### config.mk
export PLATFORM = sky130hd
export DESIGN_NAME = ascii85_encoder
export DESIGN_NICKNAME = d
export VERILOG_FILES = /design/src/hdl/a85_pkg.sv /design/src/hdl/a85_front.sv /design/src/hdl/a85_queue.sv /design/src/hdl/a85_back.sv /design/src/hdl/ascii85_encoder.sv
export SDC_FILE = /design/constraint.sdc
export NUM_CORES = 1
export LEC_CHECK = 0
export BUFFER_PORTS_ARGS = -buffer_cell sky130_fd_sc_hd__buf_2
export CORE_MARGIN = 5
export CORE_UTILIZATION = 59
export DETAILED_ROUTE_END_ITERATION = 8
export HOLD_SLACK_MARGIN = 0.1
export MAX_ROUTING_LAYER = met4
export PLACE_DENSITY_LB_ADDON = 0.3
export SKIP_LAST_GASP = 1
export SLEW_MARGIN = 20
export SYNTH_ARGS = -nofsm -noshare
export SYNTH_HDL_FRONTEND = slang
export SYNTH_SLANG_ARGS = --single-unit
### constraint.sdc
create_clock -name i_clk -period 6.4 [get_ports i_clk]
set_clock_uncertainty 0.1 [all_clocks]
set_input_delay 0.32 -clock i_clk [delete_from_list [all_inputs] [get_ports i_clk]]
set_output_delay 0.32 -clock i_clk [all_outputs]
set_load 0.05 [all_outputs]
### src/hdl/a85_pkg.sv
package a85_pkg;

    localparam int B85_BASE = 85;
    localparam logic [6:0] B85_OFFSET = 7'd33;
    localparam logic [6:0] B85_ZERO_CHAR = 7'd122;

    // q = (v * B85_RECIP) >> B85_SHIFT is exact for every 32-bit v
    localparam logic [31:0] B85_RECIP = 32'hC0C0C0C1;
    localparam int B85_SHIFT = 38;

    localparam int NUM_DIGITS = 5;
    localparam int DIG_IDX_W = $clog2(NUM_DIGITS);
    localparam logic [DIG_IDX_W-1:0] LAST_STEP = DIG_IDX_W'(NUM_DIGITS - 1);

    localparam int QUEUE_DEPTH = 2;
    localparam int QPTR_W = $clog2(QUEUE_DEPTH);
    localparam int QCNT_W = $clog2(QUEUE_DEPTH + 1);

    typedef struct packed {
        logic [31:0]          value;
        logic [DIG_IDX_W-1:0] ndig;
        logic                 zero;
    } t_job;

    typedef enum logic [1:0] {
        CV_IDLE,
        CV_RUN,
        CV_DONE
    } t_cv_state;

    // 256 = 1 mod 85, so the residue follows from the byte sum
    function automatic logic [6:0] mod85(input logic [31:0] v);
        logic [9:0] s;
        logic [8:0] t;
        s = 10'(v[7:0]) + 10'(v[15:8]) + 10'(v[23:16]) + 10'(v[31:24]);
        t = 9'(s[9:8]) + 9'(s[7:0]);
        if (t >= 9'(3 * B85_BASE)) begin
            return 7'(t - 9'(3 * B85_BASE));
        end else if (t >= 9'(2 * B85_BASE)) begin
            return 7'(t - 9'(2 * B85_BASE));
        end else if (t >= 9'(B85_BASE)) begin
            return 7'(t - 9'(B85_BASE));
        end else begin
            return 7'(t);
        end
    endfunction

endpackage

### src/hdl/a85_front.sv
module a85_front (
    input  logic           i_clk,
    input  logic           i_rst_n,
    input  logic           i_valid,
    output logic           o_ready,
    input  logic [7:0]     i_data_byte,
    input  logic           i_end_of_stream,
    output logic           o_job_valid,
    input  logic           i_job_ready,
    output a85_pkg::t_job  o_job
);
    import a85_pkg::*;

    logic [23:0] r_word;
    logic [1:0]  r_count;
    logic        full_group;
    logic        job_needed;
    logic        accept;
    logic [31:0] packed_val;

    assign full_group = (r_count == 2'd3);
    assign job_needed = full_group || i_end_of_stream;
    assign o_ready = !job_needed || i_job_ready;
    assign accept = i_valid && o_ready;
    assign o_job_valid = i_valid && job_needed;

    always_comb begin
        o_job.zero = 1'b0;
        o_job.ndig = DIG_IDX_W'(NUM_DIGITS);
        packed_val = {r_word, i_data_byte};
        case (r_count)
            2'd0: o_job.value = {i_data_byte, 24'd0};
            2'd1: o_job.value = {r_word[7:0], i_data_byte, 16'd0};
            2'd2: o_job.value = {r_word[15:0], i_data_byte, 8'd0};
            default: o_job.value = packed_val;
        endcase
        if (full_group) begin
            o_job.zero = (packed_val == 32'd0);
        end else begin
            // partial group sends one digit more than it has bytes
            o_job.ndig = DIG_IDX_W'(r_count) + DIG_IDX_W'(2);
        end
    end

    always_ff @(posedge i_clk) begin
        if (!i_rst_n) begin
            r_word <= 24'd0;
            r_count <= 2'd0;
        end else if (accept) begin
            if (job_needed) begin
                r_word <= 24'd0;
                r_count <= 2'd0;
            end else begin
                r_word <= {r_word[15:0], i_data_byte};
                r_count <= r_count + 2'd1;
            end
        end
    end

endmodule

### src/hdl/a85_queue.sv
module a85_queue (
    input  logic           i_clk,
    input  logic           i_rst_n,
    input  logic           i_push,
    output logic           o_ready,
    input  a85_pkg::t_job  i_job,
    output logic           o_valid,
    input  logic           i_pop,
    output a85_pkg::t_job  o_job
);
    import a85_pkg::*;

    t_job              r_slot [QUEUE_DEPTH];
    logic [QPTR_W-1:0] r_wr_ptr;
    logic [QPTR_W-1:0] r_rd_ptr;
    logic [QCNT_W-1:0] r_cnt;
    logic              do_push;
    logic              do_pop;

    assign o_ready = (r_cnt != QCNT_W'(QUEUE_DEPTH));
    assign o_valid = (r_cnt != '0);
    assign o_job = r_slot[r_rd_ptr];
    assign do_push = i_push && o_ready;
    assign do_pop = i_pop && o_valid;

    always_ff @(posedge i_clk) begin
        if (do_push) begin
            r_slot[r_wr_ptr] <= i_job;
        end
    end

    always_ff @(posedge i_clk) begin
        if (!i_rst_n) begin
            r_wr_ptr <= '0;
            r_rd_ptr <= '0;
            r_cnt <= '0;
        end else begin
            if (do_push) begin
                r_wr_ptr <= (r_wr_ptr == QPTR_W'(QUEUE_DEPTH - 1)) ? '0 : r_wr_ptr + 1'b1;
            end
            if (do_pop) begin
                r_rd_ptr <= (r_rd_ptr == QPTR_W'(QUEUE_DEPTH - 1)) ? '0 : r_rd_ptr + 1'b1;
            end
            if (do_push && !do_pop) begin
                r_cnt <= r_cnt + 1'b1;
            end else if (do_pop && !do_push) begin
                r_cnt <= r_cnt - 1'b1;
            end
        end
    end

endmodule

### src/hdl/a85_back.sv
module a85_back (
    input  logic           i_clk,
    input  logic           i_rst_n,
    input  logic           i_job_valid,
    output logic           o_job_pop,
    input  a85_pkg::t_job  i_job,
    output logic           o_valid,
    input  logic           i_ready,
    output logic [6:0]     o_out_char,
    output logic           o_run_last
);
    import a85_pkg::*;

    // digit converter
    t_cv_state            r_cv_state;
    t_cv_state            n_cv_state;
    logic [31:0]          r_cv_val;
    logic [DIG_IDX_W-1:0] r_cv_step;
    logic [DIG_IDX_W-1:0] r_cv_ndig;
    logic                 r_cv_zero;
    logic [6:0]           r_cv_dig [NUM_DIGITS];
    logic                 cv_load;
    logic [63:0]          cv_prod;
    logic [31:0]          cv_quot;
    logic [DIG_IDX_W-1:0] cv_idx;

    // character emitter
    logic                 r_em_busy;
    logic [DIG_IDX_W-1:0] r_em_idx;
    logic [DIG_IDX_W-1:0] r_em_ndig;
    logic                 r_em_zero;
    logic [6:0]           r_em_dig [NUM_DIGITS];
    logic                 em_last;
    logic                 em_fire;
    logic                 em_take;
    logic                 out_free;

    logic                 r_o_valid;
    logic [6:0]           r_o_char;
    logic                 r_o_last;

    assign cv_prod = 64'(r_cv_val) * 64'(B85_RECIP);
    assign cv_quot = 32'(cv_prod >> B85_SHIFT);
    // digits come out least significant first
    assign cv_idx = LAST_STEP - r_cv_step;

    assign out_free = !r_o_valid || i_ready;
    assign em_last = r_em_zero || (r_em_idx == r_em_ndig - DIG_IDX_W'(1));
    assign em_fire = r_em_busy && out_free;
    assign em_take = (r_cv_state == CV_DONE) && (!r_em_busy || (em_fire && em_last));
    assign o_job_pop = cv_load;

    always_comb begin
        n_cv_state = r_cv_state;
        cv_load = 1'b0;
        unique case (r_cv_state)
            CV_IDLE: begin
                if (i_job_valid) begin
                    cv_load = 1'b1;
                    n_cv_state = CV_RUN;
                end
            end
            CV_RUN: begin
                if (r_cv_step == LAST_STEP) begin
                    n_cv_state = CV_DONE;
                end
            end
            CV_DONE: begin
                if (em_take) begin
                    if (i_job_valid) begin
                        cv_load = 1'b1;
                        n_cv_state = CV_RUN;
                    end else begin
                        n_cv_state = CV_IDLE;
                    end
                end
            end
            default: n_cv_state = CV_IDLE;
        endcase
    end

    always_ff @(posedge i_clk) begin
        if (!i_rst_n) begin
            r_cv_state <= CV_IDLE;
        end else begin
            r_cv_state <= n_cv_state;
        end
    end

    always_ff @(posedge i_clk) begin
        if (cv_load) begin
            r_cv_val <= i_job.value;
            r_cv_ndig <= i_job.ndig;
            r_cv_zero <= i_job.zero;
            r_cv_step <= '0;
        end else if (r_cv_state == CV_RUN) begin
            r_cv_val <= cv_quot;
            r_cv_dig[cv_idx] <= mod85(r_cv_val) + B85_OFFSET;
            r_cv_step <= r_cv_step + DIG_IDX_W'(1);
        end
    end

    always_ff @(posedge i_clk) begin
        if (!i_rst_n) begin
            r_em_busy <= 1'b0;
        end else if (em_take) begin
            r_em_busy <= 1'b1;
        end else if (em_fire && em_last) begin
            r_em_busy <= 1'b0;
        end
    end

    always_ff @(posedge i_clk) begin
        if (em_take) begin
            r_em_idx <= '0;
            r_em_ndig <= r_cv_ndig;
            r_em_zero <= r_cv_zero;
            r_em_dig <= r_cv_dig;
        end else if (em_fire) begin
            r_em_idx <= r_em_idx + DIG_IDX_W'(1);
        end
    end

    // output register: holds one beat while the sink stalls
    always_ff @(posedge i_clk) begin
        if (!i_rst_n) begin
            r_o_valid <= 1'b0;
        end else if (em_fire) begin
            r_o_valid <= 1'b1;
        end else if (i_ready) begin
            r_o_valid <= 1'b0;
        end
    end

    always_ff @(posedge i_clk) begin
        if (em_fire) begin
            r_o_char <= r_em_zero ? B85_ZERO_CHAR : r_em_dig[r_em_idx];
            r_o_last <= em_last;
        end
    end

    assign o_valid = r_o_valid;
    assign o_out_char = r_o_char;
    assign o_run_last = r_o_last;

endmodule

### src/hdl/ascii85_encoder.sv
// Ascii85 stream encoder. One raw byte is taken per input beat, flagged on the
// last byte of a stream; every fourth byte completes a big-endian group that
// comes out as five characters (33 plus a base-85 digit, most significant
// first), or as a single 'z' when the group is zero. A stream that ends on a
// partial group of n bytes is zero-padded and gives its first n+1 characters.
// o_run_last marks the final character of each group's output. Bytes that do
// not close a group are taken every cycle; a closing byte waits only when the
// two-entry group queue is full. Each group, partial ones too, occupies the
// digit converter for all of its digit steps (one reciprocal multiply by 1/85
// per digit) and then until the emitter takes its digits, so a new group can
// be converted while the previous one is still being emitted. A group's
// characters leave at one per cycle while the sink accepts them. The closing
// byte of a group passes through the group queue, the converter steps and the
// emitter hand-off before its first character reaches the output register.
module ascii85_encoder (
    input  logic       i_clk,
    input  logic       i_rst_n,
    input  logic       i_valid,
    output logic       o_ready,
    input  logic [7:0] i_data_byte,
    input  logic       i_end_of_stream,
    output logic       o_valid,
    input  logic       i_ready,
    output logic [6:0] o_out_char,
    output logic       o_run_last
);
    import a85_pkg::*;

    t_job fr_job;
    t_job bk_job;
    logic fr_job_valid;
    logic q_ready;
    logic q_valid;
    logic bk_pop;

    a85_front u_front (
        .i_clk           (i_clk),
        .i_rst_n         (i_rst_n),
        .i_valid         (i_valid),
        .o_ready         (o_ready),
        .i_data_byte     (i_data_byte),
        .i_end_of_stream (i_end_of_stream),
        .o_job_valid     (fr_job_valid),
        .i_job_ready     (q_ready),
        .o_job           (fr_job)
    );

    a85_queue u_queue (
        .i_clk   (i_clk),
        .i_rst_n (i_rst_n),
        .i_push  (fr_job_valid),
        .o_ready (q_ready),
        .i_job   (fr_job),
        .o_valid (q_valid),
        .i_pop   (bk_pop),
        .o_job   (bk_job)
    );

    a85_back u_back (
        .i_clk       (i_clk),
        .i_rst_n     (i_rst_n),
        .i_job_valid (q_valid),
        .o_job_pop   (bk_pop),
        .i_job       (bk_job),
        .o_valid     (o_valid),
        .i_ready     (i_ready),
        .o_out_char  (o_out_char),
        .o_run_last  (o_run_last)
    );

endmodule

==> results.md <==
- The final critical-path setup slack is -0.4167 ns.
- The cell count of the worst hold path is 2.
- Sorting the synthesized cells by area gives the leading types as sky130_fd_sc_hd__edfxtp_1, sky130_fd_sc_hd__ha_1, sky130_fd_sc_hd__fa_1.
- The worst reg-to-reg path cell count is 31.
- The max-slew violation count came to 0.
- The aggregate global-route resource usage is 29.40%.
- The via count is 15.69k.
- The number of endpoints failing setup at the final stage is 53.
- The register area share after synthesis is a little under a third.
- Of all nets on the critical path, the largest fanout is 5.
- For this block, the routed nets add up to around 57 mm of wire.
- The number of warnings reported in the yosys synthesis log is 0.
- The mean area per synthesized cell is about 11 um^2.
- The post-layout net count is 2807.
- In this run the register-to-register setup slack is -0.42 ns.
- Setup repair after global routing could not meet its margin everywhere.
- At the later pin of the worst-skew pair, clock insertion delay measures 0.55 ns.
- The run finished, with violations left.
- The floorplan row count is 68.
- Summing all multi-input logic gate instances after layout gives approximately 14000 um^2.
- The root cell of the clock tree is sky130_fd_sc_hd__clkbuf_16.
- Entering global routing, the biggest net connects between 50 and 60 pins.
- The critical path starts at u_back.r_cv_val[12]$_DFFE_PP_.
- STA puts the critical path data required time at between 6 and 7 ns.
- The type of the setup path with the least slack is reg -> reg.
- The initial antenna violation count was 1.
- The global placer's final weighted congestion is about 1.1.
- Synthesis produced ~1.9k cells.
- The die span in x is a little under 200 um.
- The global-route wire length before repair is 87.82 mm.
- The number of library cell types mapped by synthesis is 72.
- The area of the core region is around 35000 um^2.
- The number of routed nets with antenna violations is 0.
- The checks that failed: setup timing.
- The filler cell count in the final layout is about 2.2k.
- The die height is roughly 200 um.
- For this run, asynchronously set or reset flops after synthesis account for 0%.
- STA classifies the critical path startpoint as a register.
- The flip-flop and latch count after synthesis is ~230.
- Counting the buffers created by CTS gives 25.
- In this run the critical register-to-register path is captured at u_back.r_cv_dig[6]$_DFFE_PP_.
- The H-tree depth is 1.
- Across the run, the number of max-cap violations was 0.
- The worst setup path is captured at a register.
- The summed negative setup slack over all endpoints is -12.26 ns.
- The most area-hungry cell type in the Yosys netlist is sky130_fd_sc_hd__edfxtp_1.
- The number of sinks on the clock net is ~230.
- Once placement completed, the tool counted placed cells totaling between 2k and 3k.
- The full die area is 39250 um^2.
- In the synthesized netlist the dominant register cell turns out to be sky130_fd_sc_hd__edfxtp_1.
- The maximum clock path buffer count is 3.
- The detailed placer's ending HPWL is between 40 and 50 mm.
- The detailed-router iteration count before antenna repair is 7.
- Input and output buffers added on the ports amount to 22.
- The number of hold violations in the final report is 0.
- Once layout is complete, the cells apart from fillers number approximately 2.7k.
- The last element of the critical path is u_back.r_cv_dig[6]$_DFFE_PP_.
- The critical path's largest stage delay is about 0.56 ns.
- The number of nets handed over by synthesis was about 2.5k.
- The worst register-to-register path begins at u_back.r_cv_val[12]$_DFFE_PP_.
- The number of enable-type register cells in the synthesized netlist is 190.
- The top cell type by area accounts for between 20% and 30% of the synthesized area.
- Summing every instance area after synthesis gives between 20000 and 25000 um^2.
- The total DRC errors in the routed layout is 0.
- The post-place instance area is about 23000 um^2.
- The area of all placed cells without fillers is 26560 um^2.
- The share of layout cells above drive strength 1 is roughly 29%.
- The standard cell with the maximum stage delay on the critical path is sky130_fd_sc_hd__fa_2.
- The part of the cycle the worst path needs is 106.5%.
- The number of global-route vias before repair came to around 17k.
- Leaving out fill and tap cells, the most frequent cells in the layout are sky130_fd_sc_hd__inv_1, sky130_fd_sc_hd__buf_4, sky130_fd_sc_hd__ha_1.
- The DRC violation total after the first TritonRoute iteration is approximately 1.2k.
- The layout overhead on the synthesized area is 27.23%.
- The starting density of the core is 60.14%.
- The transition at the pin with the smallest max-transition slack is ~1.1 ns.
- The kind of path behind the tightest hold check is in -> reg.
- The top-level port count is 23.
- Final hold analysis gives a worst-case slack of between 0.15 and 0.2 ns.
- The total global routing overflow is 0.
- Clock-pin slew was measured on the worst setup and hold paths at about 0.060 ns.
- Based on the critical path, the design can be clocked at up to 146.7 MHz.
- The library cell used most frequently in the layout, excluding fill and tap cells, is sky130_fd_sc_hd__inv_1.
- The routed wirelength normalized by instance count is ~21 um.
- TritonCTS built the clock tree.
- After detailed routing, the number of vias per cell comes to 5.721.
- After layout, the minimum clock period comes to 6.817 ns.
- The sequential cells in the finished layout cover a total of between 6000 and 7000 um^2.
- Headroom to the max-slew limit came out at approximately 29%.
- For the worst setup path, the data arrival time is about 7 ns.
-- final cells by class --
class	instances	share of cell area, %
Clock inverter	13	0.3533
Clock buffer	33	2.624
Inverter	373	5.281
Multi-Input combinational cell	1271	54.48
Antenna cell	1	0.009422
Timing Repair Buffer	365	10.53
Sequential cell	231	24.58
Tap cell	455	2.143
-- worst min path at each step --
stage                                          endpoint                     startpoint  slack, ns
after floorplan            u_back.r_em_dig[0]$_DFFE_PP_   u_back.r_cv_dig[0]$_DFFE_PP_       0.30
after global placement     u_back.r_em_dig[8]$_DFFE_PP_   u_back.r_cv_dig[8]$_DFFE_PP_       0.30
after detailed placement  u_back.r_em_dig[12]$_DFFE_PP_  u_back.r_cv_dig[12]$_DFFE_PP_       0.31
after CTS                 u_queue.r_wr_ptr$_SDFFE_PN0P_                        i_rst_n       0.17
after global routing      u_queue.r_wr_ptr$_SDFFE_PN0P_                        i_rst_n       0.19
final                     u_queue.r_wr_ptr$_SDFFE_PN0P_                        i_rst_n       0.18
-- Yosys cell counts, drive strengths merged, types with 37 or more instances --
library cell and count:
a21o 38, a21oi 86, dfxtp 41, edfxtp 190, fa 176, ha 351, inv 373, mux2i 37
nand2 84, nor2 57, nor2b 44, o21ai 65
-- kinds of logic (layout without fill, tap and decap cells) --
family	after synthesis	in the layout	synth area share (%)
xor gates and xnor gates	58	58	2.469
muxes	48	48	2.745
DFF	231	231	31.26
AOI/OAI and AO/OA	332	332	10.61
adders and majority gates	527	527	37.91
buffers and inverters	416	784	7.546
and+or+nand+nor	306	306	7.456
other	0	1	0
-- state kept, by name, summed over array words and instances (netlist names), 2 cells and up, named ones only --
name and flops:
u_back.r_cv_ndig 3, u_back.r_cv_val 32, u_queue.r_slot 72, u_front.r_count 2
u_back.r_cv_dig 35, u_back.r_cv_state 2, u_back.r_em_ndig 3, u_front.r_word 24
u_back.r_em_idx 3, u_queue.r_cnt 2, u_back.o_out_char 7, u_back.r_cv_step 3
u_back.r_em_dig 35
-- routing by layer --
metal  share of wire, %  vias up  global-route usage, %
met3                7.2      133                  5.734
li1                   -     7288                      -
met2                 49      494                  48.31
met5                  0        -                      -
met1                 41     7772                  38.26
met4                3.1        0                  6.682
-- per-stage QoR --
stage | util, % | setup WS, ns
after global routing | 76.51 | -0.6481
after global placement | 67.61 | -0.8317
after floorplan | - | 0.0004574
after CTS | 74.11 | -0.3052
after detailed placement | 67.61 | -0.9119
final | 76.51 | -0.4167
-- worst max-delay path, delay by kind of cell, from the launching register on --
family	cells	cell delay, ns
AOI/OAI and AO/OA	9	0.93
and+or+nand+nor	6	1.36
buffers and inverters	6	0.76
xor gates and xnor gates	4	0.72
DFF	1	0.55
adders and majority gates	6	2.10
-- what timing repair did --
| action | in CTS | in global routing |
|---|---|---|
| hold endpoints to repair | 10 | 0 |
| pin swaps | 111 | 117 |
| hold buffers | 11 | 0 |
| buffers inserted | 40 | 23 |
| gates resized for setup | 167 | 141 |
| setup endpoints to repair | 61 | 61 |
Power is not shown: default switching activity piles up to over one toggle a cycle in this logic, so the estimate is an artifact.
